**config.mk**
```make
export PLATFORM = sky130hd
export DESIGN_NAME = stereo_channel_volume_matrix_unit
export DESIGN_NICKNAME = d
export VERILOG_FILES = /design/src/sv/scvm_pkg.sv /design/src/sv/scvm_pan_split.sv /design/src/sv/scvm_matrix.sv /design/src/sv/scvm_mix.sv /design/src/sv/stereo_channel_volume_matrix_unit.sv
export SDC_FILE = /design/constraint.sdc
export NUM_CORES = 2
export LEC_CHECK = 0
export BUFFER_PORTS_ARGS = -buffer_cell sky130_fd_sc_hd__buf_2
export CAP_MARGIN = 20
export CORE_MARGIN = 5
export CORE_UTILIZATION = 35
export CTS_CLUSTER_DIAMETER = 40
export DETAILED_ROUTE_END_ITERATION = 16
export GPL_TIMING_DRIVEN = 0
export HOLD_SLACK_MARGIN = 0.08
export SYNTH_ARGS = -nofsm -noshare
export SYNTH_HDL_FRONTEND = slang
export SYNTH_SLANG_ARGS = --single-unit
```
**constraint.sdc**
```tcl
create_clock -name clk -period 10.4 [get_ports clk]
set_input_delay 1.04 -clock clk [delete_from_list [all_inputs] [get_ports clk]]
set_output_delay 1.04 -clock clk [all_outputs]
set_load 0.005 [all_outputs]
```
**src/sv/scvm_pkg.sv**
```systemverilog
package scvm_pkg;

  // field widths
  localparam int VOL_W  = 9;
  localparam int PAN_W  = 9;
  localparam int MVOL_W = 7;
  localparam int MPAN_W = 8;
  localparam int BAL_W  = 8;
  localparam int GAIN_W = 8;
  localparam int OUT_W  = 7;
  localparam int CFG_W  = 8;
  localparam int IDX_W  = 2;

  // arithmetic constants
  localparam int PAN_FULL   = 128;
  localparam int PAN_MID    = 32;
  localparam int GAIN_UNITY = 64;
  localparam int SAT_LIMIT  = 4096;
  localparam int ROUND_HALF = 32;

  // register indexes
  localparam logic [IDX_W-1:0] REG_MASTER_VOLUME  = 2'd0;
  localparam logic [IDX_W-1:0] REG_MASTER_PAN     = 2'd1;
  localparam logic [IDX_W-1:0] REG_MASTER_BALANCE = 2'd2;

  // register reset values
  localparam logic [MVOL_W-1:0] MVOL_RESET = 7'd64;
  localparam logic [MPAN_W-1:0] MPAN_RESET = 8'd64;
  localparam logic [BAL_W-1:0]  BAL_RESET  = 8'd0;

  // per-stage advance strobes
  typedef struct packed {
    logic s1;
    logic s2;
    logic s3;
    logic s4;
    logic s5;
  } stage_en_t;

endpackage

```
**src/sv/scvm_pan_split.sv**
```systemverilog
module scvm_pan_split (
  input  logic                                clk,
  input  scvm_pkg::stage_en_t                 en,
  input  logic        [scvm_pkg::VOL_W-1:0]   channel_volume,
  input  logic signed [scvm_pkg::PAN_W-1:0]   channel_pan,
  output logic        [scvm_pkg::GAIN_W-1:0]  g0,
  output logic        [scvm_pkg::GAIN_W-1:0]  g1
);

  logic signed [scvm_pkg::PAN_W:0]   pan_ext;
  logic signed [scvm_pkg::PAN_W:0]   pan_k;
  logic signed [20:0]                pan_prod;
  logic        [scvm_pkg::GAIN_W-1:0] far_gain;
  logic        [scvm_pkg::VOL_W-3:0]  vol_q;
  logic                              pan_neg;
  logic        [scvm_pkg::GAIN_W-1:0] near_gain;

  // stage 1: far gain product, volume*(128-|pan|), floor >>10, low 8 bits
  assign pan_ext = {channel_pan[scvm_pkg::PAN_W-1], channel_pan};
  assign pan_k   = channel_pan[scvm_pkg::PAN_W-1]
                 ? ($signed(10'(scvm_pkg::PAN_FULL)) + pan_ext)
                 : ($signed(10'(scvm_pkg::PAN_FULL)) - pan_ext);
  assign pan_prod = $signed({2'b00, channel_volume}) * pan_k;

  always_ff @(posedge clk) begin
    if (en.s1) begin
      far_gain <= pan_prod[17:10];
      vol_q    <= channel_volume[scvm_pkg::VOL_W-1:2];
      pan_neg  <= channel_pan[scvm_pkg::PAN_W-1];
    end
  end

  // stage 2: near side takes the remainder, then steer to left/right
  assign near_gain = {1'b0, vol_q} - far_gain;

  always_ff @(posedge clk) begin
    if (en.s2) begin
      g0 <= pan_neg ? near_gain : far_gain;
      g1 <= pan_neg ? far_gain : near_gain;
    end
  end

endmodule

```
**src/sv/scvm_matrix.sv**
```systemverilog
module scvm_matrix (
  input  logic                                clk,
  input  scvm_pkg::stage_en_t                 en,
  input  logic        [scvm_pkg::MVOL_W-1:0]  master_volume,
  input  logic signed [scvm_pkg::MPAN_W-1:0]  master_pan,
  input  logic signed [scvm_pkg::BAL_W-1:0]   master_balance,
  output logic        [7:0]                   m00,
  output logic        [7:0]                   m01,
  output logic        [7:0]                   m10,
  output logic        [7:0]                   m11
);

  logic signed [7:0]  half_pan;
  logic signed [7:0]  ent_a;
  logic signed [7:0]  ent_b;
  logic               bal_pos;
  logic signed [7:0]  bal_gain;
  logic signed [15:0] af_prod;
  logic signed [15:0] bf_prod;

  logic signed [15:0] af_q;
  logic signed [15:0] bf_q;
  logic signed [7:0]  a_q;
  logic signed [7:0]  b_q;
  logic               bal_pos_q;
  logic [scvm_pkg::MVOL_W-1:0] mvol_q1;
  logic [scvm_pkg::MVOL_W-1:0] mvol_q2;

  logic signed [7:0]  sa;
  logic signed [7:0]  sb;
  logic signed [7:0]  r00;
  logic signed [7:0]  r01;
  logic signed [7:0]  r10;
  logic signed [7:0]  r11;
  logic signed [7:0]  mvol_s;
  logic signed [15:0] p00;
  logic signed [15:0] p01;
  logic signed [15:0] p10;
  logic signed [15:0] p11;

  // stage 1: pan entries and balance scaling product
  assign half_pan = master_pan >>> 1;
  assign ent_a    = 8'(scvm_pkg::PAN_MID) + half_pan;
  assign ent_b    = 8'(scvm_pkg::PAN_MID) - half_pan;
  assign bal_pos  = !master_balance[scvm_pkg::BAL_W-1] && (master_balance != '0);
  assign bal_gain = bal_pos ? (8'(scvm_pkg::GAIN_UNITY) - master_balance)
                            : (8'(scvm_pkg::GAIN_UNITY) + master_balance);
  assign af_prod  = ent_a * bal_gain;
  assign bf_prod  = ent_b * bal_gain;

  always_ff @(posedge clk) begin
    if (en.s1) begin
      af_q      <= af_prod;
      bf_q      <= bf_prod;
      a_q       <= ent_a;
      b_q       <= ent_b;
      bal_pos_q <= bal_pos;
      mvol_q1   <= master_volume;
    end
  end

  // stage 2: apply balance to one row (floor >>6, wrap to 8 bits)
  assign sa = af_q[13:6];
  assign sb = bf_q[13:6];

  always_ff @(posedge clk) begin
    if (en.s2) begin
      r00     <= bal_pos_q ? sa : a_q;
      r01     <= bal_pos_q ? sb : b_q;
      r10     <= bal_pos_q ? b_q : sb;
      r11     <= bal_pos_q ? a_q : sa;
      mvol_q2 <= mvol_q1;
    end
  end

  // stage 3: master volume on every entry
  assign mvol_s = $signed({1'b0, mvol_q2});
  assign p00 = r00 * mvol_s;
  assign p01 = r01 * mvol_s;
  assign p10 = r10 * mvol_s;
  assign p11 = r11 * mvol_s;

  always_ff @(posedge clk) begin
    if (en.s3) begin
      m00 <= p00[13:6];
      m01 <= p01[13:6];
      m10 <= p10[13:6];
      m11 <= p11[13:6];
    end
  end

endmodule

```
**src/sv/scvm_mix.sv**
```systemverilog
module scvm_mix (
  input  logic                                clk,
  input  scvm_pkg::stage_en_t                 en,
  input  logic [scvm_pkg::GAIN_W-1:0]         g0,
  input  logic [scvm_pkg::GAIN_W-1:0]         g1,
  input  logic [7:0]                          m00,
  input  logic [7:0]                          m01,
  input  logic [7:0]                          m10,
  input  logic [7:0]                          m11,
  output logic [scvm_pkg::OUT_W-1:0]          left_volume,
  output logic [scvm_pkg::OUT_W-1:0]          right_volume
);

  logic [scvm_pkg::GAIN_W-1:0] g0_q;
  logic [scvm_pkg::GAIN_W-1:0] g1_q;
  logic [15:0] p00;
  logic [15:0] p01;
  logic [15:0] p10;
  logic [15:0] p11;
  logic [16:0] sum_l;
  logic [16:0] sum_r;
  logic [16:0] rnd_l;
  logic [16:0] rnd_r;

  // stage 3: line the gains up with the matrix entries
  always_ff @(posedge clk) begin
    if (en.s3) begin
      g0_q <= g0;
      g1_q <= g1;
    end
  end

  // stage 4: four gain products
  always_ff @(posedge clk) begin
    if (en.s4) begin
      p00 <= m00 * g0_q;
      p01 <= m01 * g1_q;
      p10 <= m10 * g0_q;
      p11 <= m11 * g1_q;
    end
  end

  // stage 5: sum, round and saturate
  assign sum_l = {1'b0, p00} + {1'b0, p01};
  assign sum_r = {1'b0, p10} + {1'b0, p11};
  assign rnd_l = sum_l + 17'(scvm_pkg::ROUND_HALF);
  assign rnd_r = sum_r + 17'(scvm_pkg::ROUND_HALF);

  always_ff @(posedge clk) begin
    if (en.s5) begin
      left_volume  <= (sum_l > 17'(scvm_pkg::SAT_LIMIT)) ?
                      7'(scvm_pkg::GAIN_UNITY) : rnd_l[12:6];
      right_volume <= (sum_r > 17'(scvm_pkg::SAT_LIMIT)) ?
                      7'(scvm_pkg::GAIN_UNITY) : rnd_r[12:6];
    end
  end

endmodule

```
**src/sv/stereo_channel_volume_matrix_unit.sv**
```systemverilog
// channel | signals                                   | direction
// --------+-------------------------------------------+----------
// in      | in_valid, in_ready, channel_volume/pan    | into block
// out     | out_valid, out_ready, left/right_volume   | out of block
// cfg     | cfg_we, cfg_index, cfg_data               | into block
//
// Five-stage pipeline; a word is accepted every cycle unless every stage is
// full and the output is stalled. The stage count is set by the multiply
// chain: pan gain, balance row, master volume, gain products, then sum and
// saturate. Reset clears the stage valid bits and loads the master registers.
// A stalled output holds its word; each stage keeps its own valid bit, so
// empty stages still fill while the output waits.
module stereo_channel_volume_matrix_unit (
  input  logic                                clk,
  input  logic                                rst,
  input  logic                                in_valid,
  output logic                                in_ready,
  input  logic        [scvm_pkg::VOL_W-1:0]   channel_volume,
  input  logic signed [scvm_pkg::PAN_W-1:0]   channel_pan,
  output logic                                out_valid,
  input  logic                                out_ready,
  output logic        [scvm_pkg::OUT_W-1:0]   left_volume,
  output logic        [scvm_pkg::OUT_W-1:0]   right_volume,
  input  logic                                cfg_we,
  input  logic        [scvm_pkg::IDX_W-1:0]   cfg_index,
  input  logic        [scvm_pkg::CFG_W-1:0]   cfg_data
);

  logic        [scvm_pkg::MVOL_W-1:0] master_volume;
  logic signed [scvm_pkg::MPAN_W-1:0] master_pan;
  logic signed [scvm_pkg::BAL_W-1:0]  master_balance;

  logic [4:0]            stage_valid;
  scvm_pkg::stage_en_t   en;

  logic [scvm_pkg::GAIN_W-1:0] g0;
  logic [scvm_pkg::GAIN_W-1:0] g1;
  logic [7:0] m00;
  logic [7:0] m01;
  logic [7:0] m10;
  logic [7:0] m11;

  // master registers
  always_ff @(posedge clk) begin
    if (rst) begin
      master_volume  <= scvm_pkg::MVOL_RESET;
      master_pan     <= scvm_pkg::MPAN_RESET;
      master_balance <= scvm_pkg::BAL_RESET;
    end else if (cfg_we) begin
      unique case (cfg_index)
        scvm_pkg::REG_MASTER_VOLUME:  master_volume  <= cfg_data[scvm_pkg::MVOL_W-1:0];
        scvm_pkg::REG_MASTER_PAN:     master_pan     <= cfg_data[scvm_pkg::MPAN_W-1:0];
        scvm_pkg::REG_MASTER_BALANCE: master_balance <= cfg_data[scvm_pkg::BAL_W-1:0];
        default: ;
      endcase
    end
  end

  // stage advance: a stage moves when empty or when the next one moves
  assign en.s5 = !stage_valid[4] || out_ready;
  assign en.s4 = !stage_valid[3] || en.s5;
  assign en.s3 = !stage_valid[2] || en.s4;
  assign en.s2 = !stage_valid[1] || en.s3;
  assign en.s1 = !stage_valid[0] || en.s2;

  assign in_ready  = en.s1;
  assign out_valid = stage_valid[4];

  // valid bits travel with the words
  always_ff @(posedge clk) begin
    if (rst) begin
      stage_valid <= '0;
    end else begin
      if (en.s1) stage_valid[0] <= in_valid;
      if (en.s2) stage_valid[1] <= stage_valid[0];
      if (en.s3) stage_valid[2] <= stage_valid[1];
      if (en.s4) stage_valid[3] <= stage_valid[2];
      if (en.s5) stage_valid[4] <= stage_valid[3];
    end
  end

  scvm_pan_split u_pan (
    .clk            (clk),
    .en             (en),
    .channel_volume (channel_volume),
    .channel_pan    (channel_pan),
    .g0             (g0),
    .g1             (g1)
  );

  scvm_matrix u_matrix (
    .clk            (clk),
    .en             (en),
    .master_volume  (master_volume),
    .master_pan     (master_pan),
    .master_balance (master_balance),
    .m00            (m00),
    .m01            (m01),
    .m10            (m10),
    .m11            (m11)
  );

  scvm_mix u_mix (
    .clk          (clk),
    .en           (en),
    .g0           (g0),
    .g1           (g1),
    .m00          (m00),
    .m01          (m01),
    .m10          (m10),
    .m11          (m11),
    .left_volume  (left_volume),
    .right_volume (right_volume)
  );

  // saturation bounds both gains at unity
  a_out_bound: assert property (@(posedge clk) disable iff (rst)
    out_valid |-> (left_volume <= 7'(scvm_pkg::GAIN_UNITY)) &&
                  (right_volume <= 7'(scvm_pkg::GAIN_UNITY)))
    else $error("output gain above unity");

  // an accepted word occupies the first stage next cycle
  a_enter: assert property (@(posedge clk) disable iff (rst)
    (in_valid && in_ready) |=> stage_valid[0])
    else $error("accepted word lost at stage 1");

  // back-pressure reaches the input only when every stage is full
  a_full_stall: assert property (@(posedge clk) disable iff (rst)
    !in_ready |-> (stage_valid == 5'b11111) && !out_ready)
    else $error("input stalled with a free stage");

  // a held stage-4 word means the output is stuck
  a_hold4: assert property (@(posedge clk) disable iff (rst)
    (stage_valid[3] && !en.s4) |-> (stage_valid[4] && !out_ready))
    else $error("stage 4 held without output stall");

endmodule
```
=== Yosys cells after proc, flatten, opt, wreduce, memory -nomap -nowiden ===
Index checks and enable logic that the tools add are counted.

* Register bits: 277
* Word-level logic and storage cells: 87
* Output and inout port bits: 16
* Input bits: 33

* Mux-type cells: 8
* Order comparisons: 2
* Reduce and logical (&&, ||, !) cells: 17
* Eq/ne operators: 2
* $add $sub $neg: 11
* $mul: 11

{| class="wikitable"
|+ Operators with widths
! kind !! count
|-
| $mul A8 B8 Y14 || 6
|-
| $mul A8 B8 Y16 || 4
|-
| $mux W8 || 7
|-
| $add A16 B16 Y17 || 2
|-
| $gt A17 B13 Y1 const B || 2
|-
| $add A13 B6 Y13 const B || 2
|-
| $mul A10 B10 Y18 || 1
|-
| $add A9 B9 Y10 const A || 1
|-
| $mux W10 || 1
|-
| $sub A9 B9 Y10 const A || 1
|-
| $add A7 B7 Y8 const A || 1
|-
| $add A8 B8 Y8 const A || 1
|-
| $reduce_bool A8 Y1 || 1
|-
| $sub A7 B7 Y8 const A || 1
|-
| $sub A7 B8 Y8 || 1
|-
| $sub A8 B8 Y8 const A || 1
|-
| $logic_not A1 Y1 || 6
|-
| $reduce_and A2 Y1 || 3
|-
| $logic_or A1 B1 Y1 || 5
|-
| $eq A2 B1 Y1 const B || 1
|-
| $eq A2 B2 Y1 const B || 1
|-
| $logic_not A2 Y1 || 1
|-
| $logic_and A1 B1 Y1 || 1
|}

=== Longest topological paths before layout ===
* Depth after elaboration: 6
* Mapped depth: 27
* Gate-level depth less buffers: 26

=== Cells and area by module ===
From an unflattened synthesis, not the netlist that was laid out.

* Cells, all modules: 3490
* Area total of the unflattened synthesis: 34622.0 sq um

{| class="wikitable"
|+ By module, submodules not included
! module !! instances !! sequential area each (sq um) !! cells each !! area each (sq um)
|-
| scvm_matrix || 1 || 3303.2 || 1565 || 15828.9
|-
| scvm_mix || 1 || 2822.7 || 1348 || 13133.8
|-
| scvm_pan_split || 1 || 960.9 || 465 || 4495.6
|-
| stereo_channel_volume_matrix_unit || 1 || 560.5 || 112 || 1163.6
|}

=== Worst setup path before layout ===
No wires, ideal clock.

* Path kind: in2reg
* From: input port channel_pan[0] (netlist bit)
* To: register u_pan.far_gain[7] (netlist bit), data pin
* Stages: 23
* Path buffers: 1
* Path slack: 3.461 ns
* Data required time: 10.140 ns
* Data arrival time: 6.679 ns
* Library setup time: 0.260 ns
* Path through: clkbuf_1 > nor4b_1 > nor3b_1 > inv_1 > a21oi_1 > or2_2 > fa_1 > fa_1 > inv_1 > fa_1 > fa_1 > inv_1 > fa_1 > inv_1 > ha_1 > and3_1 > nand3_1 > or3b_2 > a31oi_1 > a211oi_1 > nor2b_1 > nor2_1 > xnor2_1

* Cells in the longest elaborated chain, start to end: 3
* Elaborated cells on any way between the ends: 4
* Classes of those cells: add/sub (2); mul (1); mux (1)

{| class="wikitable"
|+ Ends and longest elaborated chain
! element !! RTL line !! source
|-
| start: declaration || stereo_channel_volume_matrix_unit.sv:19 || <nowiki>input logic signed [scvm_pkg::PAN_W-1:0] channel_pan,</nowiki>
|-
| $sub A9 B9 Y10 or $add A9 B9 Y10 (tied branches) || scvm_pan_split.sv:22, scvm_pan_split.sv:21 ||
|-
| $mux W10 (*) || scvm_pan_split.sv:21 || <nowiki>? ($signed(10'(scvm_pkg::PAN_FULL)) + pan_ext)</nowiki>
|-
| $mul A10 B10 Y18 (*) || scvm_pan_split.sv:23 || <nowiki>assign pan_prod = $signed({2'b00, channel_volume}) * pan_k;</nowiki>
|-
| named net u_pan.pan_prod[17] || scvm_pan_split.sv:12 || <nowiki>logic signed [20:0] pan_prod;</nowiki>
|-
| end signal: assignment || scvm_pan_split.sv:27 || <nowiki>far_gain <= pan_prod[17:10];</nowiki>
|-
| end: declaration || scvm_pan_split.sv:13 || <nowiki>logic [scvm_pkg::GAIN_W-1:0] far_gain;</nowiki>
|}

The timed path passes the listed nets; every way through them passes the cells marked *.
A chain may end at the register's enable or synchronous reset.

=== Worst setup path in the final report ===
Same ends and word-level chain as after synthesis.

==> metrics <==
status complete, no violations; clock sink count 263; setup slack, reg-to-reg 3.13 ns; hold_ws 0.3998 ns; PwrDens 274.7 mW/mm^2; fin crit period 7.341 ns; mux cell area share after synthesis 0.01886; area of the multi-input gates 0.02319 sq mm; Period Utilization, post-route 0.7059; vias in the first global route 23,624; Slew @ Worst Pin 1.030 ns; Core Rows 113; largest family of logic cells by synthesized area adder cells; clk slew on worst S/H paths 0.05 ns; Clock Latency Late Sink 0.59 ns; Setup violations, final 0; DP HPWL 57,920 microns; critical path startpoint category input pin; complex-gate fraction of the synthesized area 0.04944; WP data required 10.73 ns; WHS Path Cells 0; fmax 0.1362 GHz; reg2reg end u_matrix.bf_q[13]; Rel. slew slack 0.3112; largest cells by area after synthesis fa_1 27%, edfxtp_1 21%, ha_1 15%; Hold Buf Count CTS 0; adder-cell share of the synthesized area 0.4167; first-pass GRT wire length 119,800 microns; min-delay worst type flip-flop to flip-flop; root buf cell clkbuf_16; Layout area overhead 10.57%; Num CTS Buffers 47; chip width 319.7 microns; Final Skew 0.02849 ns; Post-synth ARST share 0; H-tree Lvls 2; DRC viols 0; Ports 49; Starting Density 0.3527; core area 0.09515 sq mm; worst reg2reg startpoint master_balance[0]; crit path capture type flip-flop; Hold Vio Cnt, Final 0; hold path endpoint u_mix.g1_q[3]; DR vias/cell 4.663; Synth Flop Type edfxtp_1; Syn Area/Cell 9.994 sq um; Placer Congestion 0.8396; largest net degree at the start of global routing 57; post-synth top area share 0.2702; final worst-path setup slack 3.059 ns; sequential cell area 0.007627 sq mm; GRT overflow 0; Synth Area in Simple Gates 0.1540; Post-synth EDFFs 236; total track usage 0.1410; Post-layout nets 4,336; Cells after Synth 3,358; initial antenna violation count 2; static leakage 17.62 nW; top-count cell post-synth inv_1; synthesis-stage register bit count 263; Setup Crit Path Kind input pin to flip-flop; Final Slew Violations 0; Post-Synth XOR/XNOR Area 0.05137; drt wl/cell 14.72 microns; Cell variety after synth 74; ANT nets after route 0; most common library cells after synthesis 655 x inv_1, 453 x fa_1, 393 x ha_1; Vias 22,197; layout cells sized above 1 0.05951; count of input and output buffers 46; Syn Nets 4,237; Post-CTS Setup Repair Bufs 0; Data arrival, critical path 7.67 ns; RSZ-0062 raised after global routing false; cell count of the worst reg-to-reg path 19; total negative setup slack 0 ns; Seq/Total Area, Yosys 0.2273; max-cap check violation count 0; die height 319.7 microns; CTS Buffer Depth 3; CTS resizes 0; Die Area 0.1022 sq mm; Max rail drop VDD 192.5 uV; crit path max fanout 10; router iterations before antenna repair 5; final wirelength 70,050 microns; source of the worst hold timing path u_pan.g1[3]; ant diodes 0; Mapped Area 0.03356 sq mm; Tot Pwr 10.19 mW; TritonCTS clock tree done; Post-Place Setup Slack 2.457 ns; Initial DRC Count 956; # fillers 9,396; Yosys top cell by area fa_1; YS warnings 0
critical path, cell delays in order:
cell and delay [ns]:
buf_2 0.10, clkbuf_1 0.20, nor4b_1 0.44, nor3b_1 0.32, inv_1 0.07, a21oi_1 0.67
or2_2 0.25, fa_1 0.41, fa_1 0.55, inv_1 0.06, fa_1 0.52, fa_1 0.55
inv_1 0.06, fa_1 0.53, inv_1 0.04, ha_1 0.31, and3_1 0.16, nand3_1 0.10
or3b_2 0.48, a31oi_1 0.31, a211oi_1 0.19, nor2b_1 0.14, nor2_1 0.06, xnor2_1 0.11
per-layer routing:
layer	vias to the layer above	global-route usage	share of wire
li1	10815	-	-
met2	295	0.2504	0.49
met4	0	0.03295	0.022
met1	10992	0.1848	0.45
met3	95	0.01695	0.032
met5	-	0	0
placed cells by master (no fill, tap or decap), drive strengths merged, types with 39 or more instances in the layout:
| cell | netlist | routed |
|---|---|---|
| nor2 | 163 | 163 |
| ha | 393 | 393 |
| fa | 453 | 453 |
| nor2b | 39 | 39 |
| nand2 | 298 | 298 |
| xnor2 | 145 | 145 |
| edfxtp | 236 | 236 |
| buf | 8 | 58 |
| xor2 | 51 | 51 |
| o21ai | 52 | 52 |
| nor3 | 39 | 39 |
| clkbuf | 69 | 118 |
| a21oi | 73 | 73 |
| inv | 655 | 670 |
| and2 | 364 | 364 |
flip-flops by register name (all words and copies together) (netlist names), 16 cells and up:
signal     cells
u_mix.p10     16
u_mix.p00     16
u_mix.p01     16
u_mix.p11     16
worst max path at each step:
| stage | from | end | slack, ns | cells past startpoint |
|---|---|---|---|---|
| 3_3_place_gp | channel_pan[0] | u_pan.far_gain[7] | 2.40 | 24 |
| 2_1_floorplan | channel_pan[0] | u_pan.far_gain[7] | 3.46 | 23 |
| 5_1_grt | channel_pan[0] | u_pan.far_gain[7] | 2.60 | 24 |
| 3_5_place_dp | channel_pan[0] | u_pan.far_gain[7] | 2.46 | 24 |
| 6_report | channel_pan[0] | u_pan.far_gain[7] | 3.06 | 24 |
| 4_1_cts | channel_pan[0] | u_pan.far_gain[7] | 3.06 | 24 |
power by group:
group	leakage [nW]	internal, mW	switching [mW]
registers	2.89	1.82	0.361
logic	13.9	2.87	3.60
clock network	0.785	0.962	0.589
total	17.6	5.64	4.55
area by class of cell:
type / count / area share
timing repair buffer: 50 / 0.008565
clock inverter: 38 / 0.01170
clock buffer: 49 / 0.03217
multi-input combinational: 2363 / 0.6249
buffer: 77 / 0.008160
inverter: 655 / 0.06626
sequential: 263 / 0.2056
tap: 1265 / 0.04265
stage by stage:
| stage | instances | area, sq um | util |
|---|---|---|---|
| 4_1_cts | 4760 | 37110 | 0.3900 |
| 3_3_place_gp | 4669 | 35370 | 0.3718 |
| 6_report | 4760 | 37110 | 0.3900 |
| 2_1_floorplan | 3358 | 33560 | - |
| 3_5_place_dp | 4673 | 35480 | 0.3729 |
| 5_1_grt | 4760 | 37110 | 0.3900 |
logic make-up after synthesis:
group                    count (synthesis)
AO/OA/AOI/OAI                          250
XOR/XNOR                               196
adder cells (fa/ha/maj)                846
buffers and inverters                  732
flip-flops                             263
multiplexers                            59
AND/OR/NAND/NOR                       1012
Power figures use the tool's default switching activity.
